<file path="config.mk">
export PLATFORM = sky130hd
export DESIGN_NAME = countdown_timer_bank_top
export DESIGN_NICKNAME = d
export VERILOG_FILES = /design/src/hdl/ctb_pkg.sv /design/src/hdl/ctb_cell.sv /design/src/hdl/countdown_timer_bank_top.sv
export SDC_FILE = /design/constraint.sdc
export NUM_CORES = 2
export LEC_CHECK = 0
export BUFFER_PORTS_ARGS = -buffer_cell sky130_fd_sc_hd__buf_2
export CORE_MARGIN = 2
export CORE_UTILIZATION = 42
export DETAILED_ROUTE_END_ITERATION = 10
export GPL_TIMING_DRIVEN = 1
export PLACE_DENSITY = 0.66
export SYNTH_ARGS = -nofsm -noshare
export SYNTH_HDL_FRONTEND = slang
export SYNTH_SLANG_ARGS = --single-unit
</file>
<file path="constraint.sdc">
create_clock -name clk -period 7.3 [get_ports clk]
set_input_delay 0.365 -clock clk [delete_from_list [all_inputs] [get_ports clk]]
set_output_delay 0.365 -clock clk [all_outputs]
set_load 0.01 [all_outputs]
</file>
<file path="src/hdl/ctb_pkg.sv">
// ----------------------------------------------------------------------------
// ctb_pkg
// Shared types and constants for the countdown timer bank: command and
// result words, operation codes, controller states and the cell command.
// ----------------------------------------------------------------------------
package ctb_pkg;

	localparam int DUR_W       = 32;
	localparam int TID_W       = 8;
	localparam int FID_W       = 4;
	localparam int MAX_RESULTS = 16;
	localparam int CNT_W       = $clog2(MAX_RESULTS + 1);

	// operation codes
	localparam logic [2:0] MODE_START   = 3'd0;
	localparam logic [2:0] MODE_STOP    = 3'd1;
	localparam logic [2:0] MODE_QUERY   = 3'd2;
	localparam logic [2:0] MODE_TICK    = 3'd3;
	localparam logic [2:0] MODE_PROCESS = 3'd4;

	typedef struct packed {
		logic [2:0]       mode;
		logic [TID_W-1:0] timer_id;
		logic [DUR_W-1:0] duration;
		logic             want_notify;
	} cmd_t;

	typedef struct packed {
		logic             running;
		logic             bad_id;
		logic             fired;
		logic [FID_W-1:0] fired_id;
		logic             last;
	} res_t;

	// broadcast to every cell; load and clear also need the cell's select
	typedef struct packed {
		logic             load;
		logic             clear;
		logic             tick;
		logic             proc;
		logic [DUR_W-1:0] duration;
		logic             notify;
	} cell_cmd_t;

	typedef enum logic [1:0] {
		ST_IDLE,
		ST_SWEEP,
		ST_FLUSH
	} state_t;

endpackage

</file>
<file path="src/hdl/ctb_cell.sv">
// ----------------------------------------------------------------------------
// ctb_cell
// One timer of the bank: count, active, expired and notify flags, plus one
// stage of the sweep token chain that visits the cells in index order.
// ----------------------------------------------------------------------------
module ctb_cell (
	input  logic              clk,
	input  logic              arst_n,
	input  logic              tok_in,
	input  logic              sel,
	input  ctb_pkg::cell_cmd_t ccmd,
	output logic              tok_out,
	output logic              running,
	output logic              hit
);

	logic [ctb_pkg::DUR_W-1:0] rem_q;
	logic                      count_q;
	logic                      to_q;
	logic                      ntf_q;
	logic                      tok_q;

	always_ff @(posedge clk or negedge arst_n) begin
		if (!arst_n) begin
			rem_q   <= '0;
			count_q <= 1'b0;
			to_q    <= 1'b0;
			ntf_q   <= 1'b0;
			tok_q   <= 1'b0;
		end else begin
			tok_q <= tok_in;
			if (sel && ccmd.load) begin
				rem_q   <= ccmd.duration;
				to_q    <= 1'b0;
				ntf_q   <= ccmd.notify;
				count_q <= 1'b1;
			end else if (sel && ccmd.clear) begin
				rem_q   <= '0;
				count_q <= 1'b0;
				to_q    <= 1'b0;
			end else if (tok_q && ccmd.tick && count_q && (rem_q != '0)) begin
				rem_q <= rem_q - ctb_pkg::DUR_W'(1);
				// reaching zero: expire and stop
				if (rem_q == ctb_pkg::DUR_W'(1)) begin
					count_q <= 1'b0;
					to_q    <= 1'b1;
				end
			end else if (tok_q && ccmd.proc) begin
				to_q <= 1'b0;
			end
		end
	end

	assign tok_out = tok_q;
	assign running = count_q && !to_q;
	assign hit     = tok_q && ccmd.proc && to_q && ntf_q;

endmodule

</file>
<file path="src/hdl/countdown_timer_bank_top.sv">
// ----------------------------------------------------------------------------
// countdown_timer_bank_top
// Bank of countdown timers built as a row of timer cells with a sweep token
// that steps one cell per cycle, plus the command decode and result register.
// ----------------------------------------------------------------------------
// start, stop, query and unused codes: one word, in the cycle after acceptance;
//   busy stays low, so such commands may follow in every cycle
// tick and process: busy while the token walks the cell row and in the flush
//   state; process words leave during the walk, the last one in the first
//   cycle with busy low again, so a new sweep is taken only from then on
// reset (asynchronous, active low) clears every timer and the controller
module countdown_timer_bank_top #(
	parameter int NUM_TIMERS = 16
) (
	input  logic          clk,
	input  logic          arst_n,
	input  logic          start,
	output logic          busy,
	input  ctb_pkg::cmd_t cmd,
	output logic          strobe,
	output ctb_pkg::res_t result
);

	// sweep position width, at least one bit
	localparam int POS_W = (NUM_TIMERS > 1) ? $clog2(NUM_TIMERS) : 1;
	localparam logic [POS_W-1:0] POS_LAST = POS_W'(NUM_TIMERS - 1);

	ctb_pkg::state_t    state_q, state_d;
	logic [POS_W-1:0]   pos_q, pos_d;
	logic [2:0]         mode_q;
	logic               pend_q, pend_d;
	logic [ctb_pkg::FID_W-1:0] pend_id_q, pend_id_d;
	logic [ctb_pkg::CNT_W-1:0] cnt_q, cnt_d;
	logic               strobe_q, strobe_d;
	ctb_pkg::res_t      res_q, res_d;

	logic               accept;
	logic               valid_id;
	logic               launch;
	logic               any_hit;
	logic [7:0]         pos_wide;
	ctb_pkg::cell_cmd_t ccmd;

	logic [NUM_TIMERS-1:0] tok_vec;
	logic [NUM_TIMERS-1:0] run_vec;
	logic [NUM_TIMERS-1:0] hit_vec;
	logic [NUM_TIMERS-1:0] sel_vec;

	assign accept   = start && !busy;
	assign valid_id = ({1'b0, cmd.timer_id} < 9'(NUM_TIMERS));
	// tick and process both walk the whole row
	assign launch   = accept && ((cmd.mode == ctb_pkg::MODE_TICK) ||
	                             (cmd.mode == ctb_pkg::MODE_PROCESS));
	assign any_hit  = |hit_vec;
	assign pos_wide = 8'(pos_q);

	// broadcast command for the row
	always_comb begin
		ccmd.load     = accept && valid_id && (cmd.mode == ctb_pkg::MODE_START);
		ccmd.clear    = accept && valid_id && (cmd.mode == ctb_pkg::MODE_STOP);
		ccmd.tick     = (state_q == ctb_pkg::ST_SWEEP) && (mode_q == ctb_pkg::MODE_TICK);
		ccmd.proc     = (state_q == ctb_pkg::ST_SWEEP) && (mode_q == ctb_pkg::MODE_PROCESS);
		ccmd.duration = cmd.duration;
		ccmd.notify   = cmd.want_notify;
	end

	// row of timer cells, token enters at cell zero
	for (genvar i = 0; i < NUM_TIMERS; i++) begin : g_cell
		assign sel_vec[i] = (cmd.timer_id == 8'(i));
		ctb_cell u_cell (
			.clk     (clk),
			.arst_n  (arst_n),
			.tok_in  ((i == 0) ? launch : tok_vec[(i == 0) ? 0 : i - 1]),
			.sel     (sel_vec[i]),
			.ccmd    (ccmd),
			.tok_out (tok_vec[i]),
			.running (run_vec[i]),
			.hit     (hit_vec[i])
		);
	end

	// controller: next state and result word
	always_comb begin
		state_d   = state_q;
		pos_d     = pos_q;
		pend_d    = pend_q;
		pend_id_d = pend_id_q;
		cnt_d     = cnt_q;
		strobe_d  = 1'b0;
		res_d     = '0;
		unique case (state_q)
			ctb_pkg::ST_IDLE: begin
				if (launch) begin
					state_d = ctb_pkg::ST_SWEEP;
					pos_d   = '0;
					pend_d  = 1'b0;
					cnt_d   = '0;
				end else if (accept) begin
					strobe_d   = 1'b1;
					res_d.last = 1'b1;
					if ((cmd.mode == ctb_pkg::MODE_START) ||
					    (cmd.mode == ctb_pkg::MODE_STOP) ||
					    (cmd.mode == ctb_pkg::MODE_QUERY)) begin
						res_d.bad_id  = !valid_id;
						res_d.running = valid_id && (cmd.mode == ctb_pkg::MODE_QUERY) &&
						                run_vec[cmd.timer_id[POS_W-1:0]];
					end
				end
			end
			ctb_pkg::ST_SWEEP: begin
				// hold one found timer back so the final one can carry last
				if (any_hit && (cnt_q < ctb_pkg::CNT_W'(ctb_pkg::MAX_RESULTS))) begin
					if (pend_q) begin
						strobe_d       = 1'b1;
						res_d.fired    = 1'b1;
						res_d.fired_id = pend_id_q;
					end
					pend_d    = 1'b1;
					pend_id_d = pos_wide[ctb_pkg::FID_W-1:0];
					cnt_d     = cnt_q + ctb_pkg::CNT_W'(1);
				end
				if (pos_q == POS_LAST) begin
					state_d = ctb_pkg::ST_FLUSH;
				end else begin
					pos_d = pos_q + POS_W'(1);
				end
			end
			ctb_pkg::ST_FLUSH: begin
				strobe_d   = 1'b1;
				res_d.last = 1'b1;
				if (pend_q) begin
					res_d.fired    = 1'b1;
					res_d.fired_id = pend_id_q;
				end
				pend_d  = 1'b0;
				state_d = ctb_pkg::ST_IDLE;
			end
			default: begin
				state_d = ctb_pkg::ST_IDLE;
			end
		endcase
	end

	always_ff @(posedge clk or negedge arst_n) begin
		if (!arst_n) begin
			state_q  <= ctb_pkg::ST_IDLE;
			pos_q    <= '0;
			pend_q   <= 1'b0;
			cnt_q    <= '0;
			strobe_q <= 1'b0;
		end else begin
			state_q  <= state_d;
			pos_q    <= pos_d;
			pend_q   <= pend_d;
			cnt_q    <= cnt_d;
			strobe_q <= strobe_d;
		end
	end

	// payload registers
	always_ff @(posedge clk) begin
		res_q     <= res_d;
		pend_id_q <= pend_id_d;
		if (launch) begin
			mode_q <= cmd.mode;
		end
	end

	assign busy   = (state_q != ctb_pkg::ST_IDLE);
	assign strobe = strobe_q;
	assign result = res_q;

	// at most one cell holds the sweep token
	a_one_token: assert property (@(posedge clk) disable iff (!arst_n)
		$onehot0(tok_vec))
		else $error("more than one sweep token in the cell row");

	// token position matches the sweep counter
	a_tok_pos: assert property (@(posedge clk) disable iff (!arst_n)
		(state_q == ctb_pkg::ST_SWEEP) |-> tok_vec[pos_q])
		else $error("sweep token out of step with position counter");

	// the flush cycle always closes a sweep with a last word
	a_flush_last: assert property (@(posedge clk) disable iff (!arst_n)
		(state_q == ctb_pkg::ST_FLUSH) |=> (strobe && result.last))
		else $error("sweep ended without a last word");

	// a word without last only ever names a fired timer
	a_mid_fired: assert property (@(posedge clk) disable iff (!arst_n)
		(strobe && !result.last) |-> result.fired)
		else $error("intermediate word without a fired timer");

	// single-slot commands answer in the next cycle
	a_single: assert property (@(posedge clk) disable iff (!arst_n)
		(start && !busy && ((cmd.mode == ctb_pkg::MODE_START) ||
		                    (cmd.mode == ctb_pkg::MODE_STOP) ||
		                    (cmd.mode == ctb_pkg::MODE_QUERY)))
		|=> (strobe && result.last && !busy))
		else $error("single-slot command did not answer in one cycle");

endmodule

</file>
==> results.ini <==
[clock_tree]
post_cts_resized = 0
cts_max_level = 3
ctsLongestPathBuffers = 3
cts_inserted_buffers = 72
insertion_delay_ns = 0.64
holdBufCountCts = 1
cts-root-buf = clkbuf_16
cts_sinks = 604
cts_tree = done
path_clk_slew_ns = 0.06
postCtsSetupBuffers = 0

[setup_path]
crit_path_start_kind = register
crit_required_ns = 7.81
critPathTopFamily = simple AND/OR/NAND/NOR gates
critPathMaxFanout = 29
crit_path_top_delay_cell = nand2b_1
crit_type = reg2reg
cp_cell_sequence = inv_1 -> ha_1 -> and4b_1 -> buf_4 -> and3_1 -> o31a_1 -> nand2b_1 -> a21oi_1 -> a221oi_1
r2r_setup_slack_ns = 3.06
cp.arrival_ns = 4.75
r2r-start = state_q[1]
rr_worst_depth = 9
crit_path_end_kind = register
slowest_delay_ns = 0.91
r2r-end = g_cell[1].u_cell.rem_q[29]
crit_buf_inv = 2

[logic_synthesis]
async_flop_share = 0.975
synthTopCellsByCount = 665 x a21oi_1, 633 x nand2_1, 589 x dfrtp_1
syn_nets = 4954
synth.avg_cell_area_um2 = 7.98
yosys-top-cells-area = dfrtp_1 38%, a21oi_1 8.6%, nand2_1 6.1%
synth_top_family_by_area = simple AND/OR/NAND/NOR gates
synthXorXnorAreaFrac = 0.00474
synth_mux_area_frac = 0.00767
synth-compound-area-share = 0.271
synth_warnings = 0
synth_fa_ha_area_frac = 0.0126
synthSimpleGateAreaFrac = 0.274
syn_area_um2 = 38800
synth_cell_types = 95
synth_top_area_frac = 0.380
ys_seq_area_frac = 0.389
yosys_register_bits = 604
synth.most_common_cell = a21oi_1
yosys.area.top_type = dfrtp_1
syn_inst = 4868
ys.flop_type = dfrtp_1
synth_edf_count = 7

[detailed_routing]
ant_nets = 0
via_per_inst = 6.71
drt-initial-drc-count = 5424
wirelength_um = 145000
route.detailed.drc = 0
firstDrtPassIters = 8
routedWlPerCell_um = 24.1
vias = 40444

[min_path]
whs_endpoint = mode_q[0]
min_path_cells = 1
min_from = cmd[41]
hold_path_class = in2reg

[global_routing]
grt_remaining_overflow = 0
grt_max_degree = 141
grt_pass1_vias = 37215
antenna_found_initial = 5
track_usage = 0.299
grt_pass1_wl_um = 224000

[run]
drv_cap = 0

[finish]
drive_gt1_frac = 0.0923
syn2layout_area_growth_pct = 10.3
nFillCells = 8818
regArea_um2 = 15100
multi_input_area_um2 = 22300
final_cells = 6030
final_util = 0.467
final_nets = 4871

[timing]
max_slew_margin = 0.151
setup_viol = 0
fmax_ghz = 0.236
rsz0062_at_grt = false
period_minus_slack_ns = 4.24
setup_tns_ns = 0
worst_slew_pin_slew_ns = 1.27
hold_viol_final = 0
finClkSkew_ns = 0.0380
min_period_over_period = 0.581
slew_viol_final = 0

[place]
io_buffers = 56
place_congestion = 0.917
placed_cells = 5896
hpwlAfterDp_um = 88700

[power]
power.density_nw_per_um2 = 188
leakage_nw = 17.8
max-vdd-ir-drop_v = 0.000139

[floorplan]
die_y_um = 308
die_x_um = 308
rows = 111
start_util = 0.424
io_pins = 57
die_area_um2 = 94900
core_area_um2 = 91700

[status]
status = finished clean

[placed cells by master (no fill, tap or decap), types with 71 or more instances in the layout]
master	instances
a21oi_1	665
nand2_1	632
dfrtp_1	589
nor2_1	428
o21ai_0	238
nor3_1	189
nand3_1	186
nor4_1	151
buf_4	98
inv_1	96
a31oi_1	92
or3_1	78
clkbuf_16	78
a21o_1	76
nand4_1	71
[cell families (layout without fill, tap and decap cells)]
| family | count (synthesis) | after routing |
|---|---|---|
| XOR/XNOR | 21 | 21 |
| multiplexers | 26 | 26 |
| other | 0 | 2 |
| flip-flops | 604 | 604 |
| AND/OR/NAND/NOR | 2116 | 2116 |
| AO/OA/AOI/OAI | 1652 | 1652 |
| adder cells (fa/ha/maj) | 39 | 39 |
| buffers and inverters | 410 | 384 |
[metrics by stage]
step,total power (W),worst slack (ns),instance area (µm²),hold WS [ns]
final,0.00805,3.06,42800,0.113
after global placement,0.00413,3.19,40300,0.422
after floorplan,0.00380,4.56,38800,0.0694
after CTS,0.00806,3.14,42800,0.0900
after global routing,0.00826,2.82,42800,0.114
after detailed placement,0.00414,3.13,40300,0.431
[report_power, final]
group	leakage, nW	switching (W)	internal (W)
clock network	1.26	0.00157	0.00238
logic	8.81	0.000492	0.000127
registers	7.77	0.0000666	0.00341
total	17.8	0.00212	0.00592
[flip-flops by register name, summed over array words and instances, names as in the netlist]
name	cells
cnt_q	5
g_cell.u_cell.count_q	16
g_cell.u_cell.ntf_q	16
g_cell.u_cell.rem_q	512
g_cell.u_cell.to_q	16
g_cell.u_cell.tok_out	16
mode_q	3
pend_id_q	4
pend_q	1
pos_q	4
result	8
state_q	2
strobe	1
[worst reg2reg max path, cell delays in order, from the launching register on]
cell and delay, ns:
dfrtp_1 0.40, inv_1 0.12, ha_1 0.38, and4b_1 0.24, buf_4 0.43, and3_1 0.41
o31a_1 0.86, nand2b_1 0.92, a21oi_1 0.14, a221oi_1 0.24
[per-layer routing]
metal,part of all wire,vias to the layer above,track usage,wire [µm]
li1,-,18151,-,-
met1,0.40,19684,0.407,58700
met2,0.43,2169,0.458,63200
met3,0.11,436,0.0589,16000
met4,0.051,4,0.139,7480
met5,0.00016,-,0,23
[worst max-delay path by stage]
stage	from	endpoint	slack, ns	cells after the start
after floorplan	state_q[1]	g_cell[10].u_cell.rem_q[23]	4.56	12
after global placement	cmd[40]	g_cell[4].u_cell.rem_q[29]	3.19	8
after detailed placement	cmd[40]	g_cell[4].u_cell.rem_q[29]	3.13	8
after CTS	state_q[1]	g_cell[1].u_cell.rem_q[29]	3.14	9
after global routing	state_q[1]	g_cell[1].u_cell.rem_q[29]	2.82	9
final	state_q[1]	g_cell[1].u_cell.rem_q[29]	3.06	9
[layout make-up]
class | instances | share of cell area
Antenna cell | 2 | 0.000117
Clock buffer | 102 | 0.0505
Clock inverter | 29 | 0.00894
Inverter | 96 | 0.00841
Multi-Input combinational cell | 3854 | 0.520
Sequential cell | 604 | 0.353
Tap cell | 1186 | 0.0346
Timing Repair Buffer | 157 | 0.0251
(Power assumes the default switching activity.)
